==> src/rtl/tcw_pkg.sv <==
package tcw_pkg;

	localparam int COLUMNS = 80;
	localparam int ROWS    = 25;
	localparam int CELLS   = COLUMNS * ROWS;

	localparam int COL_W  = $clog2(COLUMNS);
	localparam int ROW_W  = $clog2(ROWS);
	localparam int ADDR_W = $clog2(CELLS);
	localparam int CELL_W = 16;

	localparam logic [7:0] ATTR_RESET   = 8'h07;
	localparam logic [7:0] NEWLINE_CODE = 8'h0a;
	localparam logic [7:0] SPACE_CODE   = 8'h20;

	localparam logic [ADDR_W-1:0] LAST_CELL   = ADDR_W'(CELLS - 1);
	localparam logic [ADDR_W-1:0] LAST_SHIFT  = ADDR_W'(CELLS - COLUMNS - 1);
	localparam logic [ADDR_W-1:0] ROW_STRIDE  = ADDR_W'(COLUMNS);
	localparam logic [COL_W-1:0]  LAST_COLUMN = COL_W'(COLUMNS - 1);
	localparam logic [ROW_W-1:0]  LAST_ROW    = ROW_W'(ROWS - 1);

	typedef enum logic [1:0] {
		FUNC_PUT   = 2'd0,
		FUNC_MOVE  = 2'd1,
		FUNC_CLEAR = 2'd2,
		FUNC_READ  = 2'd3
	} func_t;

	typedef enum logic [3:0] {
		ST_INIT,
		ST_IDLE,
		ST_EXEC,
		ST_READ,
		ST_SCROLL_RD,
		ST_SCROLL_WR,
		ST_FILL,
		ST_CLEAR,
		ST_DONE
	} state_t;

	typedef enum logic [1:0] {
		WALK_HOLD,
		WALK_RESTART,
		WALK_STEP
	} walk_op_t;

	typedef struct packed {
		walk_op_t          op;
		logic [ADDR_W-1:0] limit;
	} walk_ctrl_t;

	typedef struct packed {
		logic [ADDR_W-1:0] ptr;
		logic              at_limit;
	} walk_stat_t;

	function automatic logic [ADDR_W-1:0] cell_addr(input logic [COL_W-1:0] col,
			input logic [ROW_W-1:0] row);
		return ADDR_W'(row) * ROW_STRIDE + ADDR_W'(col);
	endfunction

endpackage

==> src/rtl/tcw_walker.sv <==
module tcw_walker (
	input  logic                clk,
	input  logic                arst_n,
	input  tcw_pkg::walk_ctrl_t ctrl,
	output tcw_pkg::walk_stat_t stat
);

	logic [tcw_pkg::ADDR_W-1:0] ptr_q;

	always_ff @(posedge clk or negedge arst_n) begin
		if (!arst_n) begin
			ptr_q <= '0;
		end else begin
			case (ctrl.op)
				tcw_pkg::WALK_RESTART: ptr_q <= '0;
				tcw_pkg::WALK_STEP:    ptr_q <= ptr_q + tcw_pkg::ADDR_W'(1);
				default:               ptr_q <= ptr_q;
			endcase
		end
	end

	assign stat.ptr      = ptr_q;
	assign stat.at_limit = (ptr_q == ctrl.limit);

endmodule

==> config.mk <==
export PLATFORM = sky130hd
export DESIGN_NAME = tcw_walker
export DESIGN_NICKNAME = d
export VERILOG_FILES = /design/src/rtl/tcw_pkg.sv /design/src/rtl/tcw_walker.sv
export SDC_FILE = /design/constraint.sdc
export NUM_CORES = 1
export LEC_CHECK = 0
export ABC_AREA = 1
export ABC_CLOCK_PERIOD_IN_PS = 1280
export BUFFER_PORTS_ARGS = -buffer_cell sky130_fd_sc_hd__buf_2
export CAP_MARGIN = 15
export CORE_ASPECT_RATIO = 1.1
export CORE_MARGIN = 1
export CORE_UTILIZATION = 47
export CTS_CLUSTER_SIZE = 16
export DETAILED_ROUTE_END_ITERATION = 10
export GPL_TIMING_DRIVEN = 0
export PLACE_DENSITY_LB_ADDON = 0.08
export SETUP_SLACK_MARGIN = 0.4
export SLEW_MARGIN = 0
export SYNTH_ARGS = -nofsm -noshare
export SYNTH_HDL_FRONTEND = slang
export SYNTH_SLANG_ARGS = --single-unit
==> constraint.sdc <==
create_clock -name clk -period 1.28 [get_ports clk]
set_input_delay 0.256 -clock clk [delete_from_list [all_inputs] [get_ports clk]]
set_output_delay 0.256 -clock clk [all_outputs]
set_load 0.1 [all_outputs]
==> results.ini, run 1 <==
[synthesis]
synthDistinctLibCells = 17
syn_inst = 92
synth_seq_cells = 11
syn_area_um2 = 721
synth_top_area_cell = dfrtp_1
synth_area_per_cell_um2 = 7.83
synth_seq_area_share_pct = 38.2
ys_warn_count = 0
synth_nets = 109
ys_top_cells_by_area = dfrtp_1 38%, xnor2_1 12%, nand2_1 9.4%
yosys.area.top_type_share_pct = 38.2

[placement]
io_buffers = 26
post-place-ws_ns = -0.415
place_congestion = 0.796
dp.final_hpwl_um = 1120

[outcome]
lastStage = 5_1_grt
outcome = aborted with a tool error
error_line = [ERROR DPL-0033] detailed placement checks failed during check placement.

[cts]
clockBufferDepth = 2
clkSinkCount = 11
cts-buffers-inserted = 3
htree_levels = 1
cts_root_buf = clkbuf_4

[floorplan]
die_y_um = 43.1
die_w_um = 39.3
initial_core_util_pct = 51.4
io_pins = 27
fp-row-count = 14

[timing]
worst-ep-kind = top-level output
grt-worst-endpoint = stat[0]

[global_routing]
antenna_found_initial = 0
grt_max_degree = 12

[what timing repair did]
action | CTS
resized for setup | 65
pin swaps | 8
hold endpoints to repair | 11
setup buffers | 13
hold buffers | 1
gates cloned | 0
endpoints found under the setup margin | 22
[cells in the mapped netlist]
| master | number |
|---|---|
| nand3_2 | 1 |
| ha_1 | 2 |
| inv_2 | 4 |
| nand4_2 | 1 |
| nor2_4 | 3 |
| nand2_2 | 2 |
| inv_1 | 7 |
| nand4_1 | 2 |
| nor2_2 | 1 |
| o21ai_1 | 3 |
| xnor2_1 | 10 |
| nand2_1 | 18 |
| nor2_1 | 14 |
| nand3_1 | 3 |
| a21oi_1 | 9 |
| xor2_1 | 1 |
| dfrtp_1 | 11 |
[kinds of logic after synthesis]
group	Yosys count	share of synthesized area, %
buf+inv	11	5.73
compound gates	12	8.33
flops	11	38.2
simple gates	45	30.9
fa+ha+maj	2	3.47
xor+xnor	11	13.4
[metrics by stage]
step | instances | utilization, % | cell area, µm² | hold slack [ns] | TNS (ns)
after CTS | 152 | 95.4 | 1340 | 0.356 | -0.879
after floorplan | 92 | - | 785 | -0.0396 | -0.995
after detailed placement | 134 | 66.7 | 935 | 0.142 | -0.864
after global placement | 134 | 66.7 | 935 | 0.137 | -0.752
==> inputs of run 2 (changes only) <==
- CORE_AREA: unset -> 2 2 63 65
- CORE_ASPECT_RATIO: 1.1 -> unset
- CORE_MARGIN: 1 -> unset
- CORE_UTILIZATION: 47 -> unset
- CTS_CLUSTER_SIZE: 16 -> unset
- DIE_AREA: unset -> 0 0 65 67
- PLACE_DENSITY_LB_ADDON: 0.08 -> 0.15
- SETUP_SLACK_MARGIN: 0.4 -> unset
==> results.ini, run 2 <==
[outcome]
outcome = finished with violations
violations = negative setup slack

[cts]
htree_levels = 1  ; unchanged
clk_latency_ns = 0.24
path_clk_slew_ns = 0.05
cts_tree = done
cts-buffers-inserted = 3  ; unchanged
cts_root_buf = clkbuf_8
clkSinkCount = 11  ; unchanged
clockBufferDepth = 2  ; unchanged

[flow_run]
cap_violations = 0

[routing]
routed_via_density = 4.04
wirelength_um = 2020
first_pass_iters = 4
ant_nets = 0
drc = 0
vias = 723
routedWlPerCell_um = 11.3
first_iter_violations = 9

[worst_hold_path]
min_from = ctrl[12]
hold_depth = 4
hold_end = ptr_q[1]
hold_path.class = in2reg

[synthesis]
synth_seq_area_share_pct = 38.2  ; unchanged
yosys.area.top_type_share_pct = 38.2  ; unchanged
synth_nets = 109  ; unchanged
synthAdderAreaFrac_pct = 3.47  ; unchanged
synth_top_family_by_area = simple AND/OR/NAND/NOR gates
synth_top_area_cell = dfrtp_1
ys_top_cells_by_area = dfrtp_1 38%, xnor2_1 12%, nand2_1 9.4%
synthTopCellsByCount = 18 x nand2_1, 14 x nor2_1, 11 x dfrtp_1
synth_compound_area_share_pct = 8.33  ; unchanged
synth-simple-area-share_pct = 30.9  ; unchanged
synth_edf_count = 0  ; unchanged
synth_area_per_cell_um2 = 7.83  ; unchanged
synthArstFlopShare_pct = 100  ; unchanged
syn_area_um2 = 721  ; unchanged
synthDistinctLibCells = 17  ; unchanged
yosysMostFrequentCell = nand2_1
ys.flop_type = dfrtp_1
muxShareOfSynthArea_pct = 0  ; unchanged
syn_inst = 92  ; unchanged
ys_warn_count = 0  ; unchanged
synth_xor_area_share_pct = 13.4  ; unchanged
synth_seq_cells = 11  ; unchanged

[global_routing]
use_met3_pct = 1.69
grt_usage_pct = 10.6
antenna_found_initial = 0
busiest_layer = met2
grt_max_degree = 12
use_met1_pct = 11.8
gr-usage-met2_pct = 18.7
grt_remaining_overflow = 0
grt_pass1_wl_um = 3330
first_global_vias = 733

[cells_and_area]
largestRegisters = ptr_q: 11 flops
multiInputGateArea_um2 = 482
largest_reg_flops = 11
layout_commonest_cell = nand2_1
regArea_um2 = 314
antennaDiodeCount = 0
area_growth_pct = 73.4
layout-drive-gt1-share_pct = 53.4
most-common-layout-cells = 17 x nand2_1, 14 x buf_2, 12 x nor2_1, 11 x buf_4, 10 x dfrtp_4
fin_area_um2 = 1250
top_register = ptr_q
fin_nets = 149
fillers = 395

[worst_setup_path]
r2r_slack_ns = -0.01
rr_startpoint = ptr_q[5]
cp_cell_sequence = xnor2_2, nand2_1, nor2_1, nand2_1, nor2_4, buf_12
cp.required_ns = 1.02
critical_path_class = reg2out
path_common_cell = nand2_1
crit_start = ptr_q[8]
cp_num_buf_inv = 1
critical-path-top-delay-family = flip-flops
slowest_delay_ns = 0.49
startpoint_type = flop
rr_worst_depth = 8
crit_arrival_ns = 1.46
critical_path_depth = 6
r2r-end = ptr_q[10]
crit_path_end_kind = output pin
crit_slowest_cell = dfrtp_4
cp_max_fo = 2

[timing]
rsz0062_at_grt = true
relSlewSlack_pct = 81.3
period_needed_ns = 1.72
setup_viol = 5
max_freq_ghz = 0.583
maxSlewViolCount = 0
tightest_slew_ns = 0.280
setup_ws_ns = -0.435
fin_skew_ns = 0.000905
period_share_pct = 134
hold_viol = 0

[placement]
io_buffers = 26  ; unchanged
post-place-ws_ns = -0.446  ; -0.0311 ns
placed_cell_area_um2 = 957  ; +2.4%
dp.final_hpwl_um = 1470  ; +31%
place_congestion = 0.734  ; -7.8%

[floorplan]
initial_core_util_pct = 20.0  ; -31 points
die_w_um = 65  ; +65%
die_area_um2 = 4360
fp-row-count = 22  ; +8
io_pins = 27  ; unchanged
coreArea_um2 = 3610
die_y_um = 67  ; +56%

[power]
power_density_nw_per_um2 = 1000
p_leak_uw = 0.000541
ir_worst_vdd_v = 0.000454

-- run 2: cell counts after synthesis --
No cell type changed its count.
-- run 2: worst max path at each step --
stage / to
floorplan: stat[0]
global placement: stat[0]
detailed placement: stat[0]
CTS: stat[0]
global route: stat[0]
finish: stat[0]
-- run 2: cells by family (layout without fill, tap and decap cells) --
| logic type | count (synthesis) | count (layout) |
|---|---|---|
| AND/OR/NAND/NOR | 45 | 45 |
| AO/OA/AOI/OAI | 12 | 12 |
| XOR/XNOR | 11 | 11 |
| flip-flops | 11 | 11 |
| buffers and inverters | 11 | 50 |
| adder cells (fa/ha/maj) | 2 | 2 |
-- run 2: metrics by stage --
step                setup TNS (ns)  utilization (%)  instances  hold WS (ns)  total power (µW)
floorplan                    -1.01                -         92       -0.0396               749
global placement             -1.42             26.5        166         0.158               839
detailed placement           -1.56             26.5        166         0.153               839
CTS                         -0.545             33.1        177         0.424              1230
global route                -0.924             34.7        179         0.450              1320
finish                      -0.503             34.7        179         0.415              1250
-- run 2: per-layer routing --
metal	part of all wire (%)	wire, µm
met1	42	842
met5	0	0
met3	3.8	77
met2	52	1040
met4	2.9	59
-- run 2: cell type report --
cell class / instances / area share (%)
Multi-Input combinational cell: 70 / 38.5
Sequential cell: 11 / 25.1
Timing Repair Buffer: 35 / 24.6
Tap cell: 48 / 4.80
Clock buffer: 4 / 3.60
Inverter: 11 / 3.30
-- run 2: report_power, final --
| group | switching (µW) | internal (µW) |
|---|---|---|
| registers | 62.0 | 391 |
| clock network | 139 | 219 |
| logic | 303 | 139 |
-- run 2: timing repair --
item                                    4_1_cts  5_1_grt
hold buffers                                  1        0
pin swaps                                     6        3
setup buffers                                 6        2
endpoints found under the setup margin       12       12
resized for setup                            34        8
endpoints found under the hold margin        11        0
-- run 2: worst register-to-register path, stage by stage (launching register included) --
cell     delay (ns)
dfrtp_4        0.49
buf_4          0.16
buf_4          0.15
inv_2          0.07
nor2_4         0.04
inv_2          0.06
nor2_2         0.04
a21oi_1        0.12
nor2_1         0.06
(Power assumes the default switching activity.)
